**src/md5_sh_pkg.sv**
```systemverilog
package md5_sh_pkg;

   localparam int WORD_W    = 32;
   localparam int BUF_WORDS = 16;
   localparam int BUF_AW    = $clog2(BUF_WORDS);
   localparam int STEP_W    = 6;
   localparam int FILL_W    = 6;
   localparam int COUNT_W   = 61;

   localparam logic [7:0] PAD_MARKER = 8'h80;

   localparam logic [3:0][WORD_W-1:0] H_INIT = '{
      32'h10325476, 32'h98badcfe, 32'hefcdab89, 32'h67452301
   };

   localparam logic [WORD_W-1:0] SINE_TABLE [0:63] = '{
      32'hd76aa478, 32'he8c7b756, 32'h242070db, 32'hc1bdceee,
      32'hf57c0faf, 32'h4787c62a, 32'ha8304613, 32'hfd469501,
      32'h698098d8, 32'h8b44f7af, 32'hffff5bb1, 32'h895cd7be,
      32'h6b901122, 32'hfd987193, 32'ha679438e, 32'h49b40821,
      32'hf61e2562, 32'hc040b340, 32'h265e5a51, 32'he9b6c7aa,
      32'hd62f105d, 32'h02441453, 32'hd8a1e681, 32'he7d3fbc8,
      32'h21e1cde6, 32'hc33707d6, 32'hf4d50d87, 32'h455a14ed,
      32'ha9e3e905, 32'hfcefa3f8, 32'h676f02d9, 32'h8d2a4c8a,
      32'hfffa3942, 32'h8771f681, 32'h6d9d6122, 32'hfde5380c,
      32'ha4beea44, 32'h4bdecfa9, 32'hf6bb4b60, 32'hbebfbc70,
      32'h289b7ec6, 32'heaa127fa, 32'hd4ef3085, 32'h04881d05,
      32'hd9d4d039, 32'he6db99e5, 32'h1fa27cf8, 32'hc4ac5665,
      32'hf4292244, 32'h432aff97, 32'hab9423a7, 32'hfc93a039,
      32'h655b59c3, 32'h8f0ccc92, 32'hffeff47d, 32'h85845dd1,
      32'h6fa87e4f, 32'hfe2ce6e0, 32'ha3014314, 32'h4e0811a1,
      32'hf7537e82, 32'hbd3af235, 32'h2ad7d2bb, 32'heb86d391
   };

   localparam logic [4:0] ROT_TABLE [0:15] = '{
      5'd7, 5'd12, 5'd17, 5'd22,
      5'd5, 5'd9,  5'd14, 5'd20,
      5'd4, 5'd11, 5'd16, 5'd23,
      5'd6, 5'd10, 5'd15, 5'd21
   };

   function automatic logic [BUF_AW-1:0] msg_index(input logic [STEP_W-1:0] k);
      logic [3:0] j;
      logic [3:0] r;
      j = k[3:0];
      unique case (k[5:4])
         2'd0: r = j;
         2'd1: r = 4'(j * 4'd5 + 4'd1);
         2'd2: r = 4'(j * 4'd3 + 4'd5);
         2'd3: r = 4'(j * 4'd7);
      endcase
      return r;
   endfunction

   function automatic logic [4:0] rot_amount(input logic [STEP_W-1:0] k);
      return ROT_TABLE[{k[5:4], k[1:0]}];
   endfunction

   function automatic logic [WORD_W-1:0] rot_left(input logic [WORD_W-1:0] v,
                                                  input logic [4:0] s);
      logic [2*WORD_W-1:0] dbl;
      dbl = {v, v} << s;
      return dbl[2*WORD_W-1:WORD_W];
   endfunction

   function automatic logic [WORD_W-1:0] lane_mask(input logic [1:0] lane);
      logic [WORD_W-1:0] m;
      unique case (lane)
         2'd0: m = 32'h00000000;
         2'd1: m = 32'h000000ff;
         2'd2: m = 32'h0000ffff;
         2'd3: m = 32'h00ffffff;
      endcase
      return m;
   endfunction

endpackage

```
**src/md5_sh_if.sv**
```systemverilog
interface md5_sh_req_if;
   logic       valid;
   logic       ready;
   logic [7:0] data_byte;
   logic       has_byte;
   logic       end_of_message;

   modport source(output valid, data_byte, has_byte, end_of_message, input ready);
   modport sink(input valid, data_byte, has_byte, end_of_message, output ready);
endinterface

interface md5_sh_rsp_if;
   logic        valid;
   logic        ready;
   logic [31:0] digest_word;
   logic [1:0]  word_index;
   logic        last_word;

   modport source(output valid, digest_word, word_index, last_word, input ready);
   modport sink(input valid, digest_word, word_index, last_word, output ready);
endinterface

```
**src/md5_sh_ram.sv**
```systemverilog
module md5_sh_ram #(
   parameter int WIDTH = 32,
   parameter int DEPTH = 16
) (
   input  logic                     clock,
   input  logic                     wr_en,
   input  logic [$clog2(DEPTH)-1:0] wr_addr,
   input  logic [WIDTH-1:0]         wr_data,
   input  logic [$clog2(DEPTH)-1:0] rd_addr,
   output logic [WIDTH-1:0]         rd_data
);
   logic [WIDTH-1:0] mem_ff [0:DEPTH-1];
   logic [WIDTH-1:0] rd_data_ff;

   always_ff @(posedge clock) begin
      if (wr_en) begin
         mem_ff[wr_addr] <= wr_data;
      end
      rd_data_ff <= mem_ff[rd_addr];
   end

   assign rd_data = rd_data_ff;
endmodule

```
**src/md5_stream_hasher_core.sv**
```systemverilog
// md5 digest of a byte stream, one optional byte per request beat
// req channel: data_byte with has_byte, end_of_message closes the message
// after the beat's byte; a beat with neither flag changes nothing
// rsp channel: four beats per message, digest words 0..3 in order,
// last_word set on word 3; each word's bytes are little-endian
// bytes are packed into 32-bit words of a 16-word buffer ram
// a byte beat that neither completes a block nor closes the message
// keeps req ready high; the byte that completes a block is followed by
// one ram read lead-in, 64 compression steps on one shared round unit,
// and one chaining-word add, with req ready low
// end of message: each padded block writes the buffer words left to
// fill, one per cycle, then is compressed; a second block of all 16 words
// follows when fewer than 9 bytes remain free; then the four digest beats
// req ready is low from the end-of-message beat until the last digest
// beat is taken; a stalled rsp beat holds its word until accepted
// reset (synchronous) restores the initial chaining words, empties the
// buffer and clears the byte count
module md5_stream_hasher_core (
   input logic          clock,
   input logic          reset,
   md5_sh_req_if.sink   req_bus,
   md5_sh_rsp_if.source rsp_bus
);
   import md5_sh_pkg::*;

   localparam logic [2:0] ST_IDLE = 3'd0;
   localparam logic [2:0] ST_PAD  = 3'd1;
   localparam logic [2:0] ST_PRE  = 3'd2;
   localparam logic [2:0] ST_STEP = 3'd3;
   localparam logic [2:0] ST_ADD  = 3'd4;
   localparam logic [2:0] ST_OUT  = 3'd5;

   localparam logic [1:0] NX_IDLE = 2'd0;
   localparam logic [1:0] NX_PAD1 = 2'd1;
   localparam logic [1:0] NX_PAD2 = 2'd2;
   localparam logic [1:0] NX_OUT  = 2'd3;

   logic [2:0]               state_ff, state_in;
   logic [1:0]               next_ff, next_in;
   logic [FILL_W-1:0]        fill_ff, fill_in;
   logic [COUNT_W-1:0]       count_ff, count_in;
   logic [WORD_W-1:0]        acc_ff, acc_in;
   logic [BUF_AW-1:0]        pad_addr_ff, pad_addr_in;
   logic                     pad_marker_ff, pad_marker_in;
   logic                     pad_len_ff, pad_len_in;
   logic [STEP_W-1:0]        step_ff, step_in;
   logic [WORD_W-1:0]        a_ff, a_in, b_ff, b_in, c_ff, c_in, d_ff, d_in;
   logic [3:0][WORD_W-1:0]   h_ff, h_in;
   logic [1:0]               out_idx_ff, out_idx_in;

   logic                     ram_wr_en;
   logic [BUF_AW-1:0]        ram_wr_addr;
   logic [WORD_W-1:0]        ram_wr_data;
   logic [BUF_AW-1:0]        ram_rd_addr;
   logic [WORD_W-1:0]        ram_rd_data;

   logic                     req_take;
   logic [1:0]               lane;
   logic [FILL_W-1:0]        fill_next;
   logic [WORD_W-1:0]        byte_word;
   logic [WORD_W-1:0]        marker_word;
   logic [2*WORD_W-1:0]      bit_len;
   logic [WORD_W-1:0]        f_val;
   logic [WORD_W-1:0]        step_sum;
   logic [WORD_W-1:0]        b_new;

   md5_sh_ram #(
      .WIDTH(WORD_W),
      .DEPTH(BUF_WORDS)
   ) u_buf (
      .clock   (clock),
      .wr_en   (ram_wr_en),
      .wr_addr (ram_wr_addr),
      .wr_data (ram_wr_data),
      .rd_addr (ram_rd_addr),
      .rd_data (ram_rd_data)
   );

   assign req_bus.ready       = (state_ff == ST_IDLE);
   assign req_take            = req_bus.valid && req_bus.ready;
   assign rsp_bus.valid       = (state_ff == ST_OUT);
   assign rsp_bus.digest_word = h_ff[out_idx_ff];
   assign rsp_bus.word_index  = out_idx_ff;
   assign rsp_bus.last_word   = (out_idx_ff == 2'd3);

   assign lane        = fill_ff[1:0];
   assign fill_next   = req_bus.has_byte ? fill_ff + 6'd1 : fill_ff;
   assign byte_word   = (acc_ff & lane_mask(lane))
                      | ({24'd0, req_bus.data_byte} << {lane, 3'b000});
   assign marker_word = (acc_ff & lane_mask(lane))
                      | ({24'd0, PAD_MARKER} << {lane, 3'b000});
   assign bit_len     = {count_ff, 3'b000};

   assign ram_rd_addr = (state_ff == ST_PRE) ? msg_index(6'd0) : msg_index(step_ff + 6'd1);

   // one md5 step per cycle on the shared round unit
   always_comb begin
      unique case (step_ff[5:4])
         2'd0: f_val = (b_ff & c_ff) | (~b_ff & d_ff);
         2'd1: f_val = (b_ff & d_ff) | (c_ff & ~d_ff);
         2'd2: f_val = b_ff ^ c_ff ^ d_ff;
         2'd3: f_val = c_ff ^ (b_ff | ~d_ff);
      endcase
      step_sum = a_ff + f_val + ram_rd_data + SINE_TABLE[step_ff];
      b_new    = b_ff + rot_left(step_sum, rot_amount(step_ff));
   end

   always_comb begin
      state_in      = state_ff;
      next_in       = next_ff;
      fill_in       = fill_ff;
      count_in      = count_ff;
      acc_in        = acc_ff;
      pad_addr_in   = pad_addr_ff;
      pad_marker_in = pad_marker_ff;
      pad_len_in    = pad_len_ff;
      step_in       = step_ff;
      a_in          = a_ff;
      b_in          = b_ff;
      c_in          = c_ff;
      d_in          = d_ff;
      h_in          = h_ff;
      out_idx_in    = out_idx_ff;
      ram_wr_en     = 1'b0;
      ram_wr_addr   = pad_addr_ff;
      ram_wr_data   = 32'd0;

      unique case (state_ff)
         ST_IDLE: begin
            if (req_take) begin
               if (req_bus.has_byte) begin
                  acc_in   = byte_word;
                  fill_in  = fill_next;
                  count_in = count_ff + 61'd1;
                  if (lane == 2'd3) begin
                     ram_wr_en   = 1'b1;
                     ram_wr_addr = fill_ff[5:2];
                     ram_wr_data = byte_word;
                  end
               end
               if (req_bus.has_byte && fill_next == 6'd0) begin
                  state_in = ST_PRE;
                  next_in  = req_bus.end_of_message ? NX_PAD1 : NX_IDLE;
               end else if (req_bus.end_of_message) begin
                  state_in      = ST_PAD;
                  pad_addr_in   = fill_next[5:2];
                  pad_marker_in = 1'b1;
                  pad_len_in    = (fill_next < 6'd56);
               end
            end
         end
         ST_PAD: begin
            ram_wr_en = 1'b1;
            priority if (pad_marker_ff && pad_addr_ff == fill_ff[5:2]) begin
               ram_wr_data = marker_word;
            end else if (pad_len_ff && pad_addr_ff == 4'd14) begin
               ram_wr_data = bit_len[31:0];
            end else if (pad_len_ff && pad_addr_ff == 4'd15) begin
               ram_wr_data = bit_len[63:32];
            end else begin
               ram_wr_data = 32'd0;
            end
            if (pad_addr_ff == 4'd15) begin
               state_in = ST_PRE;
               next_in  = pad_len_ff ? NX_OUT : NX_PAD2;
            end else begin
               pad_addr_in = pad_addr_ff + 4'd1;
            end
         end
         ST_PRE: begin
            a_in     = h_ff[0];
            b_in     = h_ff[1];
            c_in     = h_ff[2];
            d_in     = h_ff[3];
            step_in  = 6'd0;
            state_in = ST_STEP;
         end
         ST_STEP: begin
            a_in    = d_ff;
            d_in    = c_ff;
            c_in    = b_ff;
            b_in    = b_new;
            step_in = step_ff + 6'd1;
            if (step_ff == 6'd63) begin
               state_in = ST_ADD;
            end
         end
         ST_ADD: begin
            h_in[0] = h_ff[0] + a_ff;
            h_in[1] = h_ff[1] + b_ff;
            h_in[2] = h_ff[2] + c_ff;
            h_in[3] = h_ff[3] + d_ff;
            unique case (next_ff)
               NX_IDLE: state_in = ST_IDLE;
               NX_PAD1: begin
                  state_in      = ST_PAD;
                  pad_addr_in   = 4'd0;
                  pad_marker_in = 1'b1;
                  pad_len_in    = 1'b1;
               end
               NX_PAD2: begin
                  state_in      = ST_PAD;
                  pad_addr_in   = 4'd0;
                  pad_marker_in = 1'b0;
                  pad_len_in    = 1'b1;
               end
               NX_OUT: begin
                  state_in   = ST_OUT;
                  out_idx_in = 2'd0;
               end
            endcase
         end
         ST_OUT: begin
            if (rsp_bus.ready) begin
               if (out_idx_ff == 2'd3) begin
                  h_in     = H_INIT;
                  fill_in  = 6'd0;
                  count_in = 61'd0;
                  state_in = ST_IDLE;
               end else begin
                  out_idx_in = out_idx_ff + 2'd1;
               end
            end
         end
         default: state_in = ST_IDLE;
      endcase
   end

   always_ff @(posedge clock) begin
      if (reset) begin
         state_ff   <= ST_IDLE;
         next_ff    <= NX_IDLE;
         fill_ff    <= '0;
         count_ff   <= '0;
         h_ff       <= H_INIT;
         out_idx_ff <= '0;
         step_ff    <= '0;
      end else begin
         state_ff   <= state_in;
         next_ff    <= next_in;
         fill_ff    <= fill_in;
         count_ff   <= count_in;
         h_ff       <= h_in;
         out_idx_ff <= out_idx_in;
         step_ff    <= step_in;
      end
   end

   always_ff @(posedge clock) begin
      acc_ff        <= acc_in;
      pad_addr_ff   <= pad_addr_in;
      pad_marker_ff <= pad_marker_in;
      pad_len_ff    <= pad_len_in;
      a_ff          <= a_in;
      b_ff          <= b_in;
      c_ff          <= c_in;
      d_ff          <= d_in;
   end
endmodule

```
**src/flat_wrapper.sv**
```systemverilog
// flat-port wrapper written by rule: the top's interface ports become plain ports
module md5_stream_hasher_core_flat import md5_sh_pkg::*;
  (clock, reset, req_bus_valid, req_bus_data_byte, req_bus_has_byte, req_bus_end_of_message, req_bus_ready, rsp_bus_valid, rsp_bus_digest_word, rsp_bus_word_index, rsp_bus_last_word, rsp_bus_ready);
  md5_sh_req_if req_bus_i ();
  md5_sh_rsp_if rsp_bus_i ();
  input logic clock;
  input logic reset;
  input wire logic [$bits(req_bus_i.valid)-1:0] req_bus_valid;
  input wire logic [$bits(req_bus_i.data_byte)-1:0] req_bus_data_byte;
  input wire logic [$bits(req_bus_i.has_byte)-1:0] req_bus_has_byte;
  input wire logic [$bits(req_bus_i.end_of_message)-1:0] req_bus_end_of_message;
  output wire logic [$bits(req_bus_i.ready)-1:0] req_bus_ready;
  output wire logic [$bits(rsp_bus_i.valid)-1:0] rsp_bus_valid;
  output wire logic [$bits(rsp_bus_i.digest_word)-1:0] rsp_bus_digest_word;
  output wire logic [$bits(rsp_bus_i.word_index)-1:0] rsp_bus_word_index;
  output wire logic [$bits(rsp_bus_i.last_word)-1:0] rsp_bus_last_word;
  input wire logic [$bits(rsp_bus_i.ready)-1:0] rsp_bus_ready;
  assign req_bus_i.valid = req_bus_valid;
  assign req_bus_i.data_byte = req_bus_data_byte;
  assign req_bus_i.has_byte = req_bus_has_byte;
  assign req_bus_i.end_of_message = req_bus_end_of_message;
  assign req_bus_ready = req_bus_i.ready;
  assign rsp_bus_valid = rsp_bus_i.valid;
  assign rsp_bus_digest_word = rsp_bus_i.digest_word;
  assign rsp_bus_word_index = rsp_bus_i.word_index;
  assign rsp_bus_last_word = rsp_bus_i.last_word;
  assign rsp_bus_i.ready = rsp_bus_ready;
  md5_stream_hasher_core u_core (.clock(clock), .reset(reset), .req_bus(req_bus_i), .rsp_bus(rsp_bus_i));
endmodule
```
**config.mk**
```make
export PLATFORM = sky130hd
export DESIGN_NAME = md5_stream_hasher_core_flat
export DESIGN_NICKNAME = d
export VERILOG_FILES = /design/src/md5_sh_pkg.sv /design/src/md5_sh_if.sv /design/src/md5_sh_ram.sv /design/src/md5_stream_hasher_core.sv /design/src/flat_wrapper.sv
export SDC_FILE = /design/constraint.sdc
export NUM_CORES = 2
export LEC_CHECK = 0
export ABC_AREA = 1
export BUFFER_PORTS_ARGS = -buffer_cell sky130_fd_sc_hd__buf_2
export CORE_UTILIZATION = 45
export DETAILED_ROUTE_END_ITERATION = 8
export HOLD_SLACK_MARGIN = 0.12
export PLACE_DENSITY = 0.7
export SLEW_MARGIN = 15
export SYNTH_ARGS = -nofsm -noshare
export SYNTH_HDL_FRONTEND = slang
export SYNTH_SLANG_ARGS = --single-unit
```
**constraint.sdc**
```tcl
create_clock -name clock -period 7.96 [get_ports clock]
set_input_delay 0.796 -clock clock [delete_from_list [all_inputs] [get_ports clock]]
set_output_delay 0.796 -clock clock [all_outputs]
set_load 0.02 [all_outputs]
```
==> flow_summary.toml <==
[outcome]
status = "finished, final reports clean"

[global_routing]
met3_usage = 0.0517
first_global_vias = 49700
grt_start_max_net_pins = 257
antenna_found_initial = 5
gr-total-overflow = 0
grt_first_pass_wirelength_mm = 310
use_met2 = 0.516
grt_usage = 0.325
use_met1 = 0.418
grt_busiest_layer = "met2"

[logic_synthesis]
synth_compound_area_frac = 0.181
synth_edf_count = 670
synth.distinct_cells = 72
synth_mux_area_frac = 0.0232
syn_avg_cell_area_um2 = 8.34
synth-async-reset-ratio = 0
yosys_warnings = 0
syn_area_um2 = 56400
synth_top_area_cell = "edfxtp_1"
yosysSeqAreaShare = 0.442
ys_seq_elements = 910
yosys.area_share.simple = 0.191
synth_flop_cell = "edfxtp_1"
synth_adder_area_share = 0.0744
synth_top_family_by_area = "simple AND/OR/NAND/NOR gates"
synth-xor-area-share = 0.0132
syn-num-nets = 7071
synth.area.top_cells = "edfxtp_1 36%, dfxtp_1 8.5%, nand2_1 8.4%, o21ai_0 6.0%, ha_1 5.1%"
synth.top_cell.area_share = 0.357
synthCells = 6762

[cts]
clk_path_buf_depth = 3
clkTransAtPathRegs_ns = 0.06
clockRootBuffer = "clkbuf_16"
cts_made_buffers = 98
htreeDepth = 3
clk_latency_ns = 0.74
clock_sinks = 910
tritoncts = "yes"

[routing]
drt-wirelength-per-cell_um = 23.8
drtIter0Drc = 6354
routed_wl_mm = 212
detail-route-antenna-nets = 0
dr.pass1.iters = 9
post-route-drc-count = 0
routed_via_density = 5.95
via_count = 53100

[setup_path]
cp_max_fo = 10
setup.worst_path.start_class = "register"
worstPathArrival_ns = 8.00
slowest_stage = "fa_1"
cp-end-kind = "register"
max_stage_delay_ns = 0.53
cp.required_ns = 8.37
crit_type = "register to register"

[sta]
slew_viol_final = 0
slew_headroom = 0.167
tightest_slew_ns = 1.24
skew_ns = 0.0755
fmaxAchievable_ghz = 0.132
finalWorstSetupSlack_ns = 0.372
fin_tns_setup_ns = 0
setup-violations-final = 0
timing.hold.ws_ns = 0.341
hold_viol = 0
fin_crit_sh = 0.953
fin_crit_ns = 7.59

[finish]
layout_common_cells = "1,248 x nand2_1, 751 x inv_1, 670 x edfxtp_1"
mostFrequentLayoutCell = "nand2_1"
utilization = 0.534
area.growth.synth_to_final_pct = 17.4
fill_cells = 11300
nets = 7516
drive_above_1_share = 0.146
postLayoutCellArea_um2 = 66200
final_cells = 8930

[floorplan]
core_region_area_um2 = 124000
die_area_um2 = 127000
die_h_um = 356
io_pins = 51
start_util = 0.455
dieWidth_um = 356
row_count = 129

[run]
drv_cap = 0

[power]
switching_power_mw = 10.7
ir_worst_vdd_v = 0.000263
internal-power_mw = 14.3
p_comb_frac = 0.560
clock_power_share = 0.191
power_density_nw_per_um2 = 378
switching_share = 0.428
p_leak_nw = 26.6
seqPwrFrac = 0.249
design_power_total_mw = 25.0

[place]
place_area_um2 = 62200
port-buffer-count = 50
pre_cts_slack_ns = -0.0507
dp_cells = 8734
gp_congestion = 1.02
hpwl_mm = 153

[worst_hold_path]
holdCritPathClass = "input port to register"
critical path: cells and delay by family (launching register included):
| kind | cells | cell delay (ns) |
|---|---|---|
| flops | 1 | 0.31 |
| buf+inv | 12 | 1.55 |
| simple gates | 14 | 1.59 |
| xor+xnor | 1 | 0.21 |
| fa+ha+maj | 5 | 1.95 |
| compound gates | 10 | 1.60 |
cells by family (layout without fill, tap and decap cells):
kind of cell               count (synthesis)  in the layout
muxes                                    131            131
other                                      0              1
buffers and inverters                   1078           1608
adders and majority gates                295            295
DFF                                      910            910
and+or+nand+nor                         2516           2516
xor gates and xnor gates                  82             82
AOI/OAI and AO/OA                       1750           1750
cells in the mapped netlist, types with 47 or more instances:
cell type,n
a21oi_1,544
edfxtp_1,670
o22ai_1,79
fa_1,67
nor3_1,93
o211ai_1,66
nand2_1,1260
or2_2,47
dfxtp_1,240
inv_1,757
xor2_1,51
nand3_1,453
clkbuf_1,212
o21ai_0,676
o221ai_1,156
mux2i_1,131
nor2_1,520
nand4_1,66
ha_1,228
what timing repair did:
item | 4_1_cts | 5_1_grt
pin swaps | 1 | 15
cloned | 0 | 0
setup endpoints to repair | 10 | 23
hold buffers | 0 | 0
resized for setup | 5 | 146
buffers inserted | 2 | 8
power groups by stage:
stage               clock, mW  sequential, mW  combinational (mW)
floorplan                   0            6.05                7.45
global placement            0            6.29                13.3
detailed placement          0            6.30                13.4
CTS                      4.82            6.20                13.5
global route             4.99            6.26                15.3
finish                   4.79            6.23                14.0
metal layers:
metal | vias up | wire length [um]
li1 | 24600 | -
met1 | 25200 | 82900
met2 | 2777 | 95700
met3 | 580 | 18600
met4 | 8 | 14700
met5 | - | 54
registers in the layout, indices dropped and copies added (netlist names), 3 cells and up:
register              flops
u_core.d_ff              32
u_core.state_ff           3
u_core.count_ff          61
u_core.c_ff              32
u_core.acc_ff            24
u_core.b_ff              32
u_core.u_buf.mem_ff     512
u_core.pad_addr_ff        4
u_core.u_buf.rd_data     32
u_core.step_ff            6
u_core.h_ff             128
u_core.a_ff              32
u_core.fill_ff            6
worst paths after layout:
path	startpoint	end	slack [ns]	cells after the start
worst min register to register	u_core.count_ff[37]	u_core.count_ff[37]	0.45	1
worst min-delay path	reset	u_core.fill_ff[3]	0.34	2
worst max register to register	u_core.step_ff[0]	u_core.b_ff[30]	0.37	42
worst max-delay path	u_core.step_ff[0]	u_core.b_ff[30]	0.37	42
layout make-up:
cell class                 count  area (um^2)  area share
sequential                   910        24900       0.376
clock buffer                 128         2690      0.0405
clock inverter                57          704      0.0106
antenna                        1         2.50   0.0000378
timing repair buffer         641         4850      0.0732
multi-input combinational   4774        28100       0.424
inverter                     782         2940      0.0445
tap                         1637         2050      0.0309
No activity file was read; power rests on OpenSTA's default activity.
